[config.mk]
export PLATFORM = sky130hd
export DESIGN_NAME = hmt_div
export DESIGN_NICKNAME = d
export VERILOG_FILES = /design/src/rtl/hmt_pkg.sv /design/src/rtl/hmt_div.sv
export VERILOG_INCLUDE_DIRS = /design/src /design/src/rtl
export SDC_FILE = /design/constraint.sdc
export NUM_CORES = 1
export LEC_CHECK = 0
export BUFFER_PORTS_ARGS = -buffer_cell sky130_fd_sc_hd__buf_2
export CORE_ASPECT_RATIO = 1.1
export CORE_MARGIN = 2
export CORE_UTILIZATION = 40
export CTS_BUF_LIST = sky130_fd_sc_hd__clkbuf_16
export DETAILED_ROUTE_END_ITERATION = 16
export PLACE_DENSITY_LB_ADDON = 0.25
export SLEW_MARGIN = 20
export SYNTH_ARGS = -nofsm -noshare
export SYNTH_HDL_FRONTEND = slang
export SYNTH_SLANG_ARGS = --single-unit
[constraint.sdc]
create_clock -name clk -period 9.3 [get_ports clk]
set_clock_uncertainty 0.2 [all_clocks]
set_input_delay 1.86 -clock clk [delete_from_list [all_inputs] [get_ports clk]]
set_output_delay 1.86 -clock clk [all_outputs]
set_load 0.02 [all_outputs]
[src/rtl/assert_macros.svh]
// Assertion macros; define ASSERT_OFF to drop them.
`ifndef ASSERT_MACROS_SVH
`define ASSERT_MACROS_SVH
`ifndef ASSERT_OFF
`define ASSERT_CLK(lbl, prop, msg) \
  lbl: assert property (@(posedge clk) disable iff (rst) (prop)) else $error(msg);
`define ASSERT_ALWAYS(lbl, prop, msg) \
  lbl: assert property (@(posedge clk) (prop)) else $error(msg);
`else
`define ASSERT_CLK(lbl, prop, msg)
`define ASSERT_ALWAYS(lbl, prop, msg)
`endif
`endif

[src/rtl/hmt_pkg.sv]
`default_nettype none
package hmt_pkg;

  localparam int N_MAX_DEF      = 256;
  localparam int S_MAX_DEF      = 16;
  localparam int MATRIX_MAX_DEF = 256;
  localparam int CFG_W          = 9;

  localparam logic [1:0] OP_PY    = 2'd0;
  localparam logic [1:0] OP_VINVZ = 2'd1;
  localparam logic [1:0] OP_Z     = 2'd2;
  localparam logic [1:0] OP_ELEM  = 2'd3;

  localparam logic REG_SIZE_N      = 1'b0;
  localparam logic REG_PROBE_COUNT = 1'b1;

  localparam logic KIND_PROD  = 1'b0;
  localparam logic KIND_TRACE = 1'b1;

  localparam logic signed [63:0] Q_MAX = 64'sh7FFF_FFFF_FFFF_FFFF;
  localparam logic signed [63:0] Q_MIN = 64'sh8000_0000_0000_0000;

  typedef struct packed {
    logic [1:0]         opcode;
    logic [7:0]         row;
    logic [7:0]         column;
    logic [3:0]         probe;
    logic [7:0]         matrix_index;
    logic signed [31:0] value;
  } req_item_t;

  typedef struct packed {
    logic               kind;
    logic [7:0]         index;
    logic signed [63:0] result_value;
    logic               last;
  } rsp_item_t;

  function automatic logic signed [63:0] sat_add(input logic signed [63:0] a,
                                                 input logic signed [63:0] b);
    logic signed [63:0] r;
    r = a + b;
    if (!a[63] && !b[63] && r[63]) begin
      return Q_MAX;
    end
    if (a[63] && b[63] && !r[63]) begin
      return Q_MIN;
    end
    return r;
  endfunction

endpackage
`default_nettype wire

[src/rtl/hmt_div.sv]
`default_nettype none
module hmt_div import hmt_pkg::*; #(
  parameter int VW = 5
) (
  input  wire logic               clk,
  input  wire logic               rst,
  input  wire logic               start,
  input  wire logic signed [63:0] dividend,
  input  wire logic [VW-1:0]      divisor,
  output logic                    done,
  output logic signed [63:0]      quotient
);
  `include "assert_macros.svh"

  logic          busy;
  logic [5:0]    cnt;
  logic [VW:0]   rem;
  logic [63:0]   quo;
  logic          neg;
  logic [VW-1:0] dsr;
  logic [VW:0]   shifted;
  logic [VW:0]   diff;
  logic          ge;

  assign shifted  = {rem[VW-1:0], quo[63]};
  assign ge       = shifted >= {1'b0, dsr};
  assign diff     = shifted - {1'b0, dsr};
  assign quotient = neg ? -$signed(quo) : $signed(quo);

  always_ff @(posedge clk) begin
    if (rst) begin
      busy <= 1'b0;
      done <= 1'b0;
    end else begin
      done <= 1'b0;
      if (start) begin
        busy <= 1'b1;
        cnt  <= '0;
        rem  <= '0;
        dsr  <= divisor;
        neg  <= dividend[63];
        quo  <= dividend[63] ? 64'(-dividend) : 64'(dividend);
      end else if (busy) begin
        rem <= ge ? diff : shifted;
        quo <= {quo[62:0], ge};
        cnt <= cnt + 6'd1;
        if (cnt == 6'd63) begin
          busy <= 1'b0;
          done <= 1'b1;
        end
      end
    end
  end

  `ASSERT_CLK(a_done_idle, done |-> !busy, "quotient flagged while still iterating")
  `ASSERT_CLK(a_start_busy, start |=> busy, "divide did not start")

endmodule
`default_nettype wire

==> results of run 1 <==
==> flip-flops by register name, summed over array words and instances (netlist names) <==
name,cells
neg,1
quo,64
cnt,6
busy,1
dsr,5
rem,5
done,1
==> where the power goes <==
part	switching, mW	internal, mW
sequential	0.0283	0.448
clock	0.155	0.235
combinational	0.171	0.108
total	0.354	0.791
==> path summary, 6_finish.rpt <==
check | startpoint | endpoint | slack [ps]
max | quo[12] | quotient[41] | 3910
max reg2reg | quo[63] | rem[0] | 6520
min | busy | done | 280
min reg2reg | busy | done | 280
==> layout by cell type, fill, tap and decap left out, types with 16 or more instances in the layout <==
master    synthesis  final
a21oi_1          66     66
o31ai_1          42     42
o21ai_0          36     36
xor2_1           60     60
xnor2_1          68     68
or3_1            25     25
nor2_1           84     83
o41ai_1          16     16
buf_2             0    135
edfxtp_1         81     81
nand2_1          40     40
==> critical path, stage by stage, from the launching register on <==
cell and delay [ps]:
edfxtp_1 450, or3_1 410, or3_1 500, nor4_4 500, nand3_1 380, o31ai_1 400, xnor2_1 160, buf_2 190
==> per-stage QoR <==
stage	cells	hold WS, ps	setup WS [ps]	area, µm²	utilization [%]
2_1_floorplan	688	260	3240	6400	-
3_3_place_gp	992	273	4020	7220	46.0
3_5_place_dp	992	274	4280	7220	46.1
4_1_cts	1008	280	3880	7540	48.1
5_1_grt	1008	289	3690	7540	48.1
6_report	1008	277	3910	7540	48.1
==> metal layers <==
| layer | global-route usage (%) | share of wire (%) | vias up |
|---|---|---|---|
| li1 | - | - | 2780 |
| met1 | 28.1 | 48 | 2619 |
| met2 | 32.0 | 46 | 135 |
| met3 | 2.78 | 4.2 | 21 |
| met4 | 6.93 | 1.9 | 0 |
| met5 | 0 | 0 | - |
==> final cells by class <==
cell class | instances | area, µm²
Tap cell | 200 | 250
Clock buffer | 9 | 225
Clock inverter | 7 | 92.6
Fill cell | 1501 | 8130
Multi-Input combinational cell | 558 | 3750
Inverter | 11 | 41.3
Sequential cell | 83 | 2470
Timing Repair Buffer | 140 | 713
==> cell families after synthesis <==
group | count (synthesis)
buffers and inverters | 47
xor gates and xnor gates | 128
and+or+nand+nor | 241
adders and majority gates | 9
muxes | 5
AOI/OAI and AO/OA | 175
DFF | 83
==> results.ini, run 1 <==
[clock_tree]
clk_latency_ps = 340
cts_tree = built
cts_buffer_depth = 2
cts-root-buf = clkbuf_16
cts_sinks = 83
cts-buffers-inserted = 9
cts_setup_buffers = 0
hold_buffers = 0
ctsHtreeMaxLevel = 3
clkTransAtPathRegs_ps = 70
cts_resized = 0

[logic_synthesis]
synth_ff_type = edfxtp_1
synth.distinct_cells = 46
ys_seq_area_share_pct = 38.6
yosysMostFrequentCell = nor2_1
synth_top_area_cell = edfxtp_1
synth-simple-area-share_pct = 20.2
yosys_register_bits = 83
muxShareOfSynthArea_pct = 0.802
synth_edf_count = 81
syn_avg_cell_area_um2 = 9.30
synth_top_family_by_area = simple AND/OR/NAND/NOR gates
synth_xor_area_share_pct = 17.5
synth_common_cells = 84 x nor2_1, 81 x edfxtp_1, 68 x xnor2_1
synth_fa_ha_area_share_pct = 1.88
syn_inst = 688
syn-cell-area_mm2 = 0.00640
yosys_warnings = 0
async_flop_share_pct = 0
synth-compound-area-share_pct = 17.9
syn_nets = 769
synth_top_area_share_pct = 38.0
synth.area.top_cells = edfxtp_1 38%, xnor2_1 9.3%, xor2_1 8.2%

[drt]
postRouteAntennaNets = 0
drt_iter0_drc = 418
drt_wl_total_um = 17400
vias = 5555
dr.pass1.iters = 4
vias_per_cell = 5.51
wire_per_inst_um = 17.2
drc_errors = 0

[layout]
synthToLayoutAreaGrowth_pct = 17.8
diodes = 0
finalNetCount = 884
drive_gt1_share_pct = 23.5

[die]
die_height_um = 137
die_w_um = 125
start_util_pct = 40.8
die_area_mm2 = 0.0170
core-area_mm2 = 0.0157
rows = 48
ios = 137

[sta]
setup_viol = 0
slew_viol_final = 0
grt_setup_unrepaired = false
max_freq_ghz = 0.186
hold_viol = 0
min_period_over_period_pct = 57.9
worst_slew_pin_slew_ps = 1020
layout_min_cycle_time_ps = 5390
maxSlewHeadroom_pct = 32.0
finalSetupTns_ps = 0

[place]
detailed_place_hpwl_um = 12400
port_buffers = 136
place_congestion = 0.804

[worst_hold_path]
hold_depth = 1
hp-class = reg2reg

[power_and_ir_drop]
vdd_drop_max_v = 0.0000976
cellLeakagePower_nw = 2.72
p_per_area_mw_per_mm2 = 152
power_mw = 1.15

[global_routing]
grt_remaining_overflow = 0
grt_pass1_wl_um = 27300
grt_pass1_vias = 5289
grt_max_degree = 85
antenna_found_initial = 0
grt_usage_pct = 20.0

[critical_path]
critPathKind = reg2out
reg2reg_depth = 10
critPathLaunchType = flip-flop
cp-end-kind = primary output
critPathArrivalTime_ps = 3330
crit_fanout = 8
cp.required_ps = 7240

[job]
cap_violations = 0

[outcome]
status = finished, final reports clean

Power figures use the tool's default switching activity.
==> run 2: changes to the inputs <==
- ABC_AREA: not set -> 1
- clock period: 9.3 -> 4.45 ns (I/O delays scaled with it)
==> results.ini, run 2 <==
[sta]
holdWs_ps = 285
slew_viol_final = 0
setup_viol = 0
max_freq_ghz = 0.293
grt_setup_unrepaired = false
min_period_over_period_pct = 76.6
worst_slew_pin_slew_ps = 888
maxSlewHeadroom_pct = 40.7
hold_viol = 0
finalSetupTns_ps = 0
layout_min_cycle_time_ps = 3410

[critical_path]
critPathKind = reg2out
crit_fanout = 9
r2r_slack_ps = 1690
worstSetupStartpoint = quo[0]
cp.required_ps = 3360
r2r-start = quo[63]
critPathArrivalTime_ps = 2320
cp-end-kind = primary output
critPathLaunchType = flip-flop

[logic_synthesis]
syn_inst = 1287
synth_top_area_cell = edfxtp_1
yosys_warnings = 0
yosys_register_bits = 83
synth_common_cells = 401 x nand2_1, 214 x nor2_1, 133 x nand3_1
synth_top_area_share_pct = 29.7
synth_ff_type = edfxtp_1
synth_edf_count = 81
syn_nets = 1368
synth.area.top_cells = edfxtp_1 30%, nand2_1 18%, nor2_1 9.8%
syn_avg_cell_area_um2 = 6.36
async_flop_share_pct = 0
synth.distinct_cells = 38
syn-cell-area_mm2 = 0.00818
ys_seq_area_share_pct = 30.2
yosysMostFrequentCell = nand2_1

[layout]
final_cell_mix = 401 x nand2_1, 214 x nor2_1, 136 x buf_2, 133 x nand3_1, 127 x inv_1
largest_register_ff_count = 64
finalNetCount = 1488
synthToLayoutAreaGrowth_pct = 15.0
drive_gt1_share_pct = 15.2
final_cells = 1664
diodes = 0
final_common_cell = nand2_1
reg_top3 = quo: 64 flops, cnt: 6 flops
regMostFlops = quo

[power_and_ir_drop]
pwr-share-comb_pct = 29.5
power_switching_mw = 0.889
cellLeakagePower_nw = 4.21
vdd_drop_max_v = 0.000144
p_clk_share_pct = 30.8
p_seq_share_pct = 39.7
switching_share_pct = 35.6
p_int_mw = 1.61
p_per_area_mw_per_mm2 = 265

[clock_tree]
cts_buffer_depth = 2
clkTransAtPathRegs_ps = 70
cts_tree = built
ctsHtreeMaxLevel = 3
cts_setup_buffers = 0
cts-buffers-inserted = 9
clk_latency_ps = 350
cts-root-buf = clkbuf_16
cts_sinks = 83
cts_resized = 0
hold_buffers = 0

[drt]
drc_errors = 0
drt_iter0_drc = 929
wire_per_inst_um = 17.0
postRouteAntennaNets = 0
dr.pass1.iters = 6
drt_wl_total_um = 28300
vias = 8892
vias_per_cell = 5.34

[global_routing]
grt_max_degree = 78
grt_usage_pct = 26.0
grt_pass1_wl_um = 43700
grt_remaining_overflow = 0
grt_pass1_vias = 8071
antenna_found_initial = 0

[die]
die_w_um = 140
die_height_um = 154
ios = 137
core-area_mm2 = 0.0199
rows = 54
die_area_mm2 = 0.0216
start_util_pct = 41.0

[place]
place_inst = 1648
place_congestion = 0.960
detailed_place_hpwl_um = 23000
port_buffers = 136

[worst_hold_path]
hp-class = reg2reg
hold_start = busy

[job]
cap_violations = 0

[outcome]
status = finished, final reports clean

[run 2: final timing paths]
kind	to	cells after the start
max	quotient[30]	11
min	busy	2
max reg2reg	rem[2]	10
min reg2reg	busy	2
[run 2: power groups by stage]
| stage | clock network (mW) | logic, mW | registers (mW) |
|---|---|---|---|
| 2_1_floorplan | 0 | 0.482 | 0.987 |
| 3_3_place_gp | 0 | 0.723 | 1.00 |
| 3_5_place_dp | 0 | 0.728 | 1.01 |
| 4_1_cts | 0.778 | 0.730 | 0.988 |
| 5_1_grt | 0.809 | 0.813 | 0.997 |
| 6_report | 0.768 | 0.737 | 0.991 |
[run 2: logic make-up (layout without fill, tap and decap cells)]
logic type               after synthesis  after routing  synth area share [%]
AO/OA/AOI/OAI                        119            119                  8.64
XOR/XNOR                              56             56                  6.00
adder cells (fa/ha/maj)                9              9                  1.47
buffers and inverters                167            292                  7.95
flip-flops                            83             83                  30.2
AND/OR/NAND/NOR                      853            853                  45.7
[run 2: metal layers]
| metal | part of all wire [%] | GRT usage [%] | up-vias |
|---|---|---|---|
| met5 | 0 | 0 | - |
| met4 | 2.6 | 8.42 | 0 |
| met3 | 8.7 | 3.49 | 53 |
| met2 | 42 | 38.8 | 414 |
| met1 | 47 | 38.8 | 3973 |
| li1 | - | - | 4452 |
[run 2: layout make-up]
class	count	area [µm²]
Tap cell	252	315
Sequential cell	83	2470
Fill cell	2114	10500
Timing Repair Buffer	142	738
Multi-Input combinational cell	1037	5070
Inverter	134	503
Clock buffer	9	225
Clock inverter	7	83.8
[run 2: critical path, cell delays in order, from the launching register on]
cell,delay [ps]
edfxtp_1,410
inv_1,120
ha_1,190
nand3_2,110
nor2_4,120
inv_2,80
nor2_8,160
nand3_4,100
nand2_4,140
o21ai_1,110
xor2_1,230
buf_2,210
[run 2: metrics by stage]
step	cell area (µm²)	utilization (%)	setup WS, ps	power (mW)
finish	9410	47.2	1040	2.50
global route	9410	47.2	846	2.62
CTS	9410	47.2	1010	2.50
detailed placement	9100	45.6	1400	1.73
global placement	9100	45.6	1350	1.73
floorplan	8180	-	68.8	1.47
